==> src/rtl/slr_pkg.sv <==
// ----------------------------------------------------------------------------
// slr_pkg: shared types and constants of the synchronized-lyrics parser
// Holds the transaction structs, the result kind codes and the frame layout
// constants used by the parser datapath, the register stages and the checker.
// ----------------------------------------------------------------------------
package slr_pkg;

	localparam int unsigned HeaderLen    = 70;
	localparam logic [6:0]  HEADER_LAST  = 7'(HeaderLen - 1);
	localparam logic [6:0]  COUNT_GATE   = 7'd27;
	localparam logic [6:0]  COUNT_POS    = 7'd28;
	localparam logic [7:0]  MARK_FIRST   = 8'h08;
	localparam logic [7:0]  MARK_SECOND  = 8'h00;
	// Sum of all bias terms: 128 + 128*128 + 16384*0xAC + 134.
	localparam logic [23:0] TIME_BIAS    = 24'd2834694;

	typedef enum logic [1:0] {
		KIND_TIME = 2'd0,
		KIND_TEXT = 2'd1,
		KIND_STOP = 2'd2
	} kind_t;

	typedef struct packed {
		logic [7:0] data_byte;
		logic       frame_start;
	} in_item_t;

	typedef struct packed {
		kind_t       kind;
		logic [22:0] time_value;
		logic [7:0]  text_length;
		logic [7:0]  text_byte;
		logic [7:0]  record_index;
		logic        last_of_record;
	} result_t;

endpackage

==> src/rtl/slr_in_reg.sv <==
// ----------------------------------------------------------------------------
// slr_in_reg: input register stage
// Captures one byte transaction per cycle and holds it until the parser
// consumes it; a new transaction is taken in the same cycle as the pop.
// ----------------------------------------------------------------------------
module slr_in_reg (
	input  logic                    clk,
	input  logic                    arst_n,
	input  logic                    s_tvalid,
	output logic                    s_tready,
	input  logic [7:0]              s_tdata,
	input  logic                    s_tuser,
	input  logic                    pop,
	output logic                    valid_s1,
	output slr_pkg::in_item_t       item_s1
);

	assign s_tready = !valid_s1 || pop;

	always_ff @(posedge clk or negedge arst_n) begin
		if (!arst_n) begin
			valid_s1 <= 1'b0;
		end else if (s_tready) begin
			valid_s1 <= s_tvalid;
		end
	end

	always_ff @(posedge clk) begin
		if (s_tvalid && s_tready) begin
			item_s1.data_byte   <= s_tdata;
			item_s1.frame_start <= s_tuser;
		end
	end

endmodule

==> src/rtl/slr_parse.sv <==
// ----------------------------------------------------------------------------
// slr_parse: frame parse state and per-byte result logic
// Walks the header and the records of a lyrics frame one byte per fire and
// produces at most one result for each byte.
// ----------------------------------------------------------------------------
module slr_parse (
	input  logic                    clk,
	input  logic                    arst_n,
	input  logic                    fire,
	input  slr_pkg::in_item_t       item,
	output logic                    res_valid,
	output slr_pkg::result_t        res
);

	typedef enum logic [2:0] {
		PH_MARK0 = 3'd0,
		PH_MARK1 = 3'd1,
		PH_TIME2 = 3'd2,
		PH_TIME3 = 3'd3,
		PH_TIME4 = 3'd4,
		PH_LEN   = 3'd5,
		PH_TEXT  = 3'd6
	} phase_t;

	logic [6:0]  hoff_q,  hoff_c,  hoff_n;
	logic        ok_q,    ok_c,    ok_n;
	logic [7:0]  rleft_q, rleft_c, rleft_n;
	logic [7:0]  crec_q,  crec_c,  crec_n;
	phase_t      phase_q, phase_c, phase_n;
	logic [23:0] tb_q,    tb_c,    tb_n;
	logic [7:0]  tleft_q, tleft_c, tleft_n;
	logic        stop_q,  stop_c,  stop_n;
	logic [7:0]  b;
	logic [23:0] raw_sum;
	logic [23:0] time_full;
	logic [7:0]  rleft_dec;

	assign b = item.data_byte;

	assign raw_sum = {2'b0, tb_c[23:16], 14'b0} + {9'b0, tb_c[7:0], 7'b0}
		+ {16'b0, tb_c[15:8]};
	assign time_full = raw_sum - slr_pkg::TIME_BIAS;
	assign rleft_dec = rleft_c - 8'd1;

	always_comb begin
		hoff_c  = item.frame_start ? 7'd0     : hoff_q;
		ok_c    = item.frame_start ? 1'b0     : ok_q;
		rleft_c = item.frame_start ? 8'd0     : rleft_q;
		crec_c  = item.frame_start ? 8'd0     : crec_q;
		phase_c = item.frame_start ? PH_MARK0 : phase_q;
		tb_c    = item.frame_start ? 24'd0    : tb_q;
		tleft_c = item.frame_start ? 8'd0     : tleft_q;
		stop_c  = item.frame_start ? 1'b0     : stop_q;

		hoff_n  = hoff_c;
		ok_n    = ok_c;
		rleft_n = rleft_c;
		crec_n  = crec_c;
		phase_n = phase_c;
		tb_n    = tb_c;
		tleft_n = tleft_c;
		stop_n  = stop_c;

		res_valid          = 1'b0;
		res.kind           = slr_pkg::KIND_TIME;
		res.time_value     = '0;
		res.text_length    = '0;
		res.text_byte      = '0;
		res.record_index   = crec_c;
		res.last_of_record = 1'b0;

		if (!stop_c) begin
			if (hoff_c <= slr_pkg::HEADER_LAST) begin
				hoff_n = hoff_c + 7'd1;
				if (hoff_c == slr_pkg::COUNT_GATE) begin
					ok_n = (b == 8'd0);
				end else if (hoff_c == slr_pkg::COUNT_POS) begin
					rleft_n = ok_c ? b : 8'd0;
				end
				if (hoff_c == slr_pkg::HEADER_LAST && rleft_n == 8'd0) begin
					stop_n = 1'b1;
				end
			end else begin
				unique case (phase_c) inside
					PH_MARK0, PH_MARK1: begin
						if (b != ((phase_c == PH_MARK0) ? slr_pkg::MARK_FIRST
								: slr_pkg::MARK_SECOND)) begin
							res_valid = 1'b1;
							res.kind  = slr_pkg::KIND_STOP;
							stop_n    = 1'b1;
						end else begin
							phase_n = (phase_c == PH_MARK0) ? PH_MARK1 : PH_TIME2;
						end
					end
					PH_TIME2: begin
						tb_n    = {b, tb_c[15:0]};
						phase_n = PH_TIME3;
					end
					PH_TIME3: begin
						tb_n    = {tb_c[23:16], b, tb_c[7:0]};
						phase_n = PH_TIME4;
					end
					PH_TIME4: begin
						tb_n    = {tb_c[23:8], b};
						phase_n = PH_LEN;
					end
					PH_LEN: begin
						res_valid          = 1'b1;
						res.kind           = slr_pkg::KIND_TIME;
						res.time_value     = time_full[22:0];
						res.text_length    = b;
						res.last_of_record = (b == 8'd0);
						if (b == 8'd0) begin
							crec_n  = crec_c + 8'd1;
							rleft_n = rleft_dec;
							phase_n = PH_MARK0;
							tleft_n = 8'd0;
							stop_n  = (rleft_dec == 8'd0);
						end else begin
							tleft_n = b;
							phase_n = PH_TEXT;
						end
					end
					default: begin
						res_valid          = 1'b1;
						res.kind           = slr_pkg::KIND_TEXT;
						res.text_byte      = b;
						res.last_of_record = (tleft_c <= 8'd1);
						if (tleft_c <= 8'd1) begin
							crec_n  = crec_c + 8'd1;
							rleft_n = rleft_dec;
							phase_n = PH_MARK0;
							tleft_n = 8'd0;
							stop_n  = (rleft_dec == 8'd0);
						end else begin
							tleft_n = tleft_c - 8'd1;
						end
					end
				endcase
			end
		end
	end

	always_ff @(posedge clk or negedge arst_n) begin
		if (!arst_n) begin
			hoff_q  <= 7'd0;
			ok_q    <= 1'b0;
			rleft_q <= 8'd0;
			crec_q  <= 8'd0;
			phase_q <= PH_MARK0;
			tb_q    <= 24'd0;
			tleft_q <= 8'd0;
			stop_q  <= 1'b1;
		end else if (fire) begin
			hoff_q  <= hoff_n;
			ok_q    <= ok_n;
			rleft_q <= rleft_n;
			crec_q  <= crec_n;
			phase_q <= phase_n;
			tb_q    <= tb_n;
			tleft_q <= tleft_n;
			stop_q  <= stop_n;
		end
	end

endmodule

==> src/rtl/slr_out_reg.sv <==
// ----------------------------------------------------------------------------
// slr_out_reg: result register stage
// Holds one result transaction for the output channel and reports when it
// can take the next one.
// ----------------------------------------------------------------------------
module slr_out_reg (
	input  logic                    clk,
	input  logic                    arst_n,
	input  logic                    load,
	input  logic                    res_valid,
	input  slr_pkg::result_t        res,
	output logic                    free,
	output logic                    m_tvalid,
	input  logic                    m_tready,
	output logic [47:0]             m_tdata,
	output logic [1:0]              m_tuser,
	output logic                    m_tlast
);

	slr_pkg::result_t res_q;

	assign free = !m_tvalid || m_tready;

	always_ff @(posedge clk or negedge arst_n) begin
		if (!arst_n) begin
			m_tvalid <= 1'b0;
		end else if (free) begin
			m_tvalid <= load && res_valid;
		end
	end

	always_ff @(posedge clk) begin
		if (free && load && res_valid) begin
			res_q <= res;
		end
	end

	assign m_tdata = {1'b0, res_q.record_index, res_q.text_byte, res_q.text_length,
		res_q.time_value};
	assign m_tuser = res_q.kind;
	assign m_tlast = res_q.last_of_record;

endmodule

==> src/rtl/sync_lyrics_record_parser.sv <==
// ----------------------------------------------------------------------------
// sync_lyrics_record_parser: synchronized-lyrics frame record parser
// Parses a lyrics frame byte by byte and emits a timestamp result for each
// record, followed by one result per text byte; a bad record marker gives a stop.
// ----------------------------------------------------------------------------
// Channel  Dir  Fields
// s_*      in   tdata: data_byte[7:0]; tuser: frame_start
// m_*      out  tdata: time_value, text_length, text_byte, record_index;
//               tuser: kind; tlast: last_of_record
//
// One byte is taken every cycle while the output is not stalled; any result it
// gives passes through the input register and the result register.
// The input register, the parse logic and the result register form the path.
// Reset leaves the parser waiting for a byte with frame_start set.
// A stalled output holds the result register and, through it, the input.
// ----------------------------------------------------------------------------
module sync_lyrics_record_parser (
	input  logic        clk,
	input  logic        arst_n,
	input  logic        s_tvalid,
	output logic        s_tready,
	input  logic [7:0]  s_tdata,   // [7:0] data_byte
	input  logic        s_tuser,   // [0] frame_start
	output logic        m_tvalid,
	input  logic        m_tready,
	output logic [47:0] m_tdata,   // [22:0] time_value, [30:23] text_length,
	                               // [38:31] text_byte, [46:39] record_index
	output logic [1:0]  m_tuser,   // [1:0] kind
	output logic        m_tlast
);

	logic              valid_s1;
	slr_pkg::in_item_t item_s1;
	logic              out_free;
	logic              pop;
	logic              res_valid;
	slr_pkg::result_t  res;

	assign pop = valid_s1 && out_free;

	slr_in_reg u_in (
		.clk      (clk),
		.arst_n   (arst_n),
		.s_tvalid (s_tvalid),
		.s_tready (s_tready),
		.s_tdata  (s_tdata),
		.s_tuser  (s_tuser),
		.pop      (pop),
		.valid_s1 (valid_s1),
		.item_s1  (item_s1)
	);

	slr_parse u_parse (
		.clk       (clk),
		.arst_n    (arst_n),
		.fire      (pop),
		.item      (item_s1),
		.res_valid (res_valid),
		.res       (res)
	);

	slr_out_reg u_out (
		.clk       (clk),
		.arst_n    (arst_n),
		.load      (pop),
		.res_valid (res_valid),
		.res       (res),
		.free      (out_free),
		.m_tvalid  (m_tvalid),
		.m_tready  (m_tready),
		.m_tdata   (m_tdata),
		.m_tuser   (m_tuser),
		.m_tlast   (m_tlast)
	);

endmodule

==> config.mk <==
export PLATFORM = sky130hd
export DESIGN_NAME = sync_lyrics_record_parser
export DESIGN_NICKNAME = d
export VERILOG_FILES = /design/src/rtl/slr_pkg.sv /design/src/rtl/slr_in_reg.sv /design/src/rtl/slr_parse.sv /design/src/rtl/slr_out_reg.sv /design/src/rtl/sync_lyrics_record_parser.sv
export SDC_FILE = /design/constraint.sdc
export NUM_CORES = 1
export LEC_CHECK = 0
export CAP_MARGIN = 20
export CORE_UTILIZATION = 30
export DETAILED_ROUTE_END_ITERATION = 10
export DONT_BUFFER_PORTS = 1
export GPL_TIMING_DRIVEN = 0
export SYNTH_ARGS = -nofsm -noshare
export SYNTH_HDL_FRONTEND = slang
export SYNTH_SLANG_ARGS = --single-unit
==> constraint.sdc <==
create_clock -name clk -period 4.7 [get_ports clk]
set_input_delay 0.47 -clock clk [delete_from_list [all_inputs] [get_ports clk]]
set_output_delay 0.47 -clock clk [all_outputs]
set_load 0.01 [all_outputs]
==> results.md <==
- NumNets Final: 811
- Yosys warns: 0
- Initial antenna violation count: 0
- VDD IR max: 0.233 mV
- Total power: about 2.8 mW
- #FFs+latches synth: 121
- Synth top area cells: edfxtp_1 25%, dfrtp_1 22%, ha_1 5.3%
- Area share of the largest cell type after synthesis: 0.250
- Post-DP HPWL: approximately 14000 um
- Gpl congestion: around 0.89
- CTS tree: done
- RSZ-0062 raised after global routing: false
- Fin cells: 1093
- Post-synth top area cell: edfxtp_1
- PwrDens: around 340 mW/mm^2
- Worst-Skew Late Latency: around 0.44 ns
- Placed cell count: around 1100
- CP Capture Type: register
- Period utilization: 0.959
- Fin crit period: about 4.5 ns
- Startpoint Class: register
- Vias in the first global route: roughly 5400
- Starting density of the core: 0.309
- Worst endpoint data arrival time: 4.57 ns
- Multi-input gate area: between 0.003 and 0.004 sq mm
- Most frequent cell after synthesis: nand2_1
- All-Layer GR Usage: 0.173
- Largest net degree at the start of global routing: between 60 and 70
- Post-synth cell types: 78
- EDFF count, synth: 59
- Fin. Hold Viols: 0
- Drt drc: 0
- Die Area: between 0.02 and 0.025 sq mm
- Fillers: around 2300
- Drt pass-1 iters: 5
- First-pass GRT wire length: about 31000 um
- Crit path max fanout: 10
- Placeable Area: between 0.02 and 0.025 sq mm
- Finish-stage setup viols: 0
- Number of port buffers: 0
- Crit Path Category: reg2reg
- Post-synthesis sequential area ratio: 0.470
- Skew final: about 0.017 ns
- Worst min path class: in2reg
- Chip Height: around 160 um
- Post-Synthesis Cells: between 700 and 800
- Final core occ: 0.357
- Async set or reset register ratio after synthesis: 0.512
- FF-to-FF path depth: 9
- Worst hold-check slack: between 0.1 and 0.15 ns
- WL per Instance: ~19 um
- DR top layer: met4
- Reg clk slew, reported paths: ~0.06 ns
- Area growth syn-to-layout: 15.6%
- Synth Cell Area: 0.00708 sq mm
- WL final: between 20000 and 25000 um
- Share of layout cells above drive strength 1: 0.0782
- Met1 wire length: around 9100 um
- Max_cap viols: 0
- Total grt overflow: 0
- Worst-margin pin slew: around 1.0 ns
- Worst path required time: around 4.8 ns
- P_leak: about 3.1 nW
- Routed Antenna Nets: 0
- Fmax: 0.222 GHz
- # clock sinks: roughly 120
- Die width: between 150 and 200 um
- Vias: 5948
- Mapped Nets: approximately 790
- Top cells by count, synth: 87 x nand2_1, 67 x nor2_1, 61 x dfrtp_1
- Initial DRC count: between 500 and 600
- Post-DP Area: roughly 0.0075 sq mm
- Max clock buf depth: 2
- Cell row count: 55
- CTS buffer count: 17
- Ant. Diodes: 0
- Hold path depth: 0
- I/O pin total: 66
- FF+latch area: 0.00332 sq mm
- Main synth FF type: dfrtp_1
- Slew headroom: 0.298
- Root cell of the clock tree: clkbuf_16
- Final Slew Violations: 0
- Status: completed
- H-tree depth: 4
- Met3 WL: between 1500 and 2000 um
- Syn avg cell area: roughly 9.5 sq um
- Routed wl met2: about 9500 um
- Vias/cell: about 5.4
- Design Area, Final: 0.00818 sq mm
-- what timing repair did --
item | CTS | global route
hold buffers | 2 | 0
gates resized for setup | 2 | 5
setup buffers | 0 | 1
gates cloned | 0 | 1
hold endpoints to repair | 62 | 0
endpoints found under the setup margin | 3 | 43
-- critical path: stages (launching register included) --
cell and delay (ns):
edfxtp_1 0.44, clkbuf_1 0.46, clkinv_1 0.43, clkbuf_1 0.44
nand2_1 0.19, inv_1 0.07, ha_1 0.22, o31ai_2 0.52
nand3_1 0.60, a21oi_2 0.74
-- layer usage --
metal  global-route usage  vias to the layer above
met3               0.0411                       46
met1                0.233                     2849
met5                    0                        -
li1                     -                     2788
met2                0.270                      265
met4               0.0663                        0
-- per-stage QoR --
stage	TNS, ns	setup slack, ns
floorplan	0	0.822
global placement	-59.82	-1.17
detailed placement	-0.412	-0.209
CTS	0	0.00700
global route	0	0.0321
finish	0	0.193
-- sequential cells by signal (all words and copies together), names as in the netlist --
| name | cells |
|---|---|
| u_parse.phase_q | 3 |
| u_out.m_tuser | 2 |
| u_parse.crec_q | 8 |
| u_out.m_tvalid | 1 |
| u_parse.hoff_q | 7 |
| u_parse.tb_q | 24 |
| u_parse.ok_q | 1 |
| u_out.m_tdata | 47 |
| u_parse.rleft_q | 8 |
| u_parse.tleft_q | 8 |
| u_parse.stop_q | 1 |
| u_in.valid_s1 | 1 |
| u_out.m_tlast | 1 |
| u_in.item_s1 | 9 |
-- worst paths after layout --
path / from / end / slack [ns]
worst min register to register: u_parse.tb_q[7] / u_parse.tb_q[7] / 0.49
worst max register to register: u_in.item_s1[0] / u_out.m_tdata[2] / 0.19
min in group asynchronous: arst_n / u_parse.rleft_q[7] / 0.63
worst min-delay path: s_tdata[5] / u_in.item_s1[6] / 0.13
max in group asynchronous: arst_n / u_parse.stop_q / 3.78
worst max-delay path: u_in.item_s1[0] / u_out.m_tdata[2] / 0.19
-- power by group --
| group | total [mW] | internal (mW) | switching, mW |
|---|---|---|---|
| combinational | 0.181 | 0.0511 | 0.130 |
| clock | 1.41 | 0.887 | 0.521 |
| sequential | 1.18 | 1.13 | 0.0457 |
| total | 2.76 | 2.07 | 0.697 |
-- final cells by class --
class,instances,share of cell area
Buffer,36,0.0182
Sequential cell,121,0.406
Tap cell,313,0.0479
Multi-Input combinational cell,556,0.429
Clock inverter,14,0.0240
Timing Repair Buffer,4,0.00795
Inverter,32,0.0147
Clock buffer,17,0.0520
-- cell families (layout without fill, tap and decap cells) --
family / count (synthesis) / count (layout) / synth area share
compound gates: 198 / 199 / 0.195
xor+xnor: 18 / 18 / 0.0223
fa+ha+maj: 30 / 30 / 0.0530
buf+inv: 68 / 103 / 0.0373
flops: 121 / 121 / 0.470
mux: 7 / 7 / 0.0106
other cells: 1 / 1 / 0.000530
simple gates: 301 / 301 / 0.212
-- cell usage in the layout (no fill, tap or decap), types with 21 or more instances in the layout --
master | synthesis | final
nor3_1 | 21 | 21
edfxtp_1 | 59 | 59
o21ai_0 | 43 | 43
nor2_1 | 67 | 66
inv_1 | 29 | 29
a22oi_1 | 27 | 27
dfrtp_1 | 61 | 61
a21oi_1 | 34 | 33
nor2b_1 | 28 | 28
clkbuf_1 | 29 | 26
nand2_1 | 87 | 87
ha_1 | 30 | 30
No activity file was read; power rests on OpenSTA's default activity.
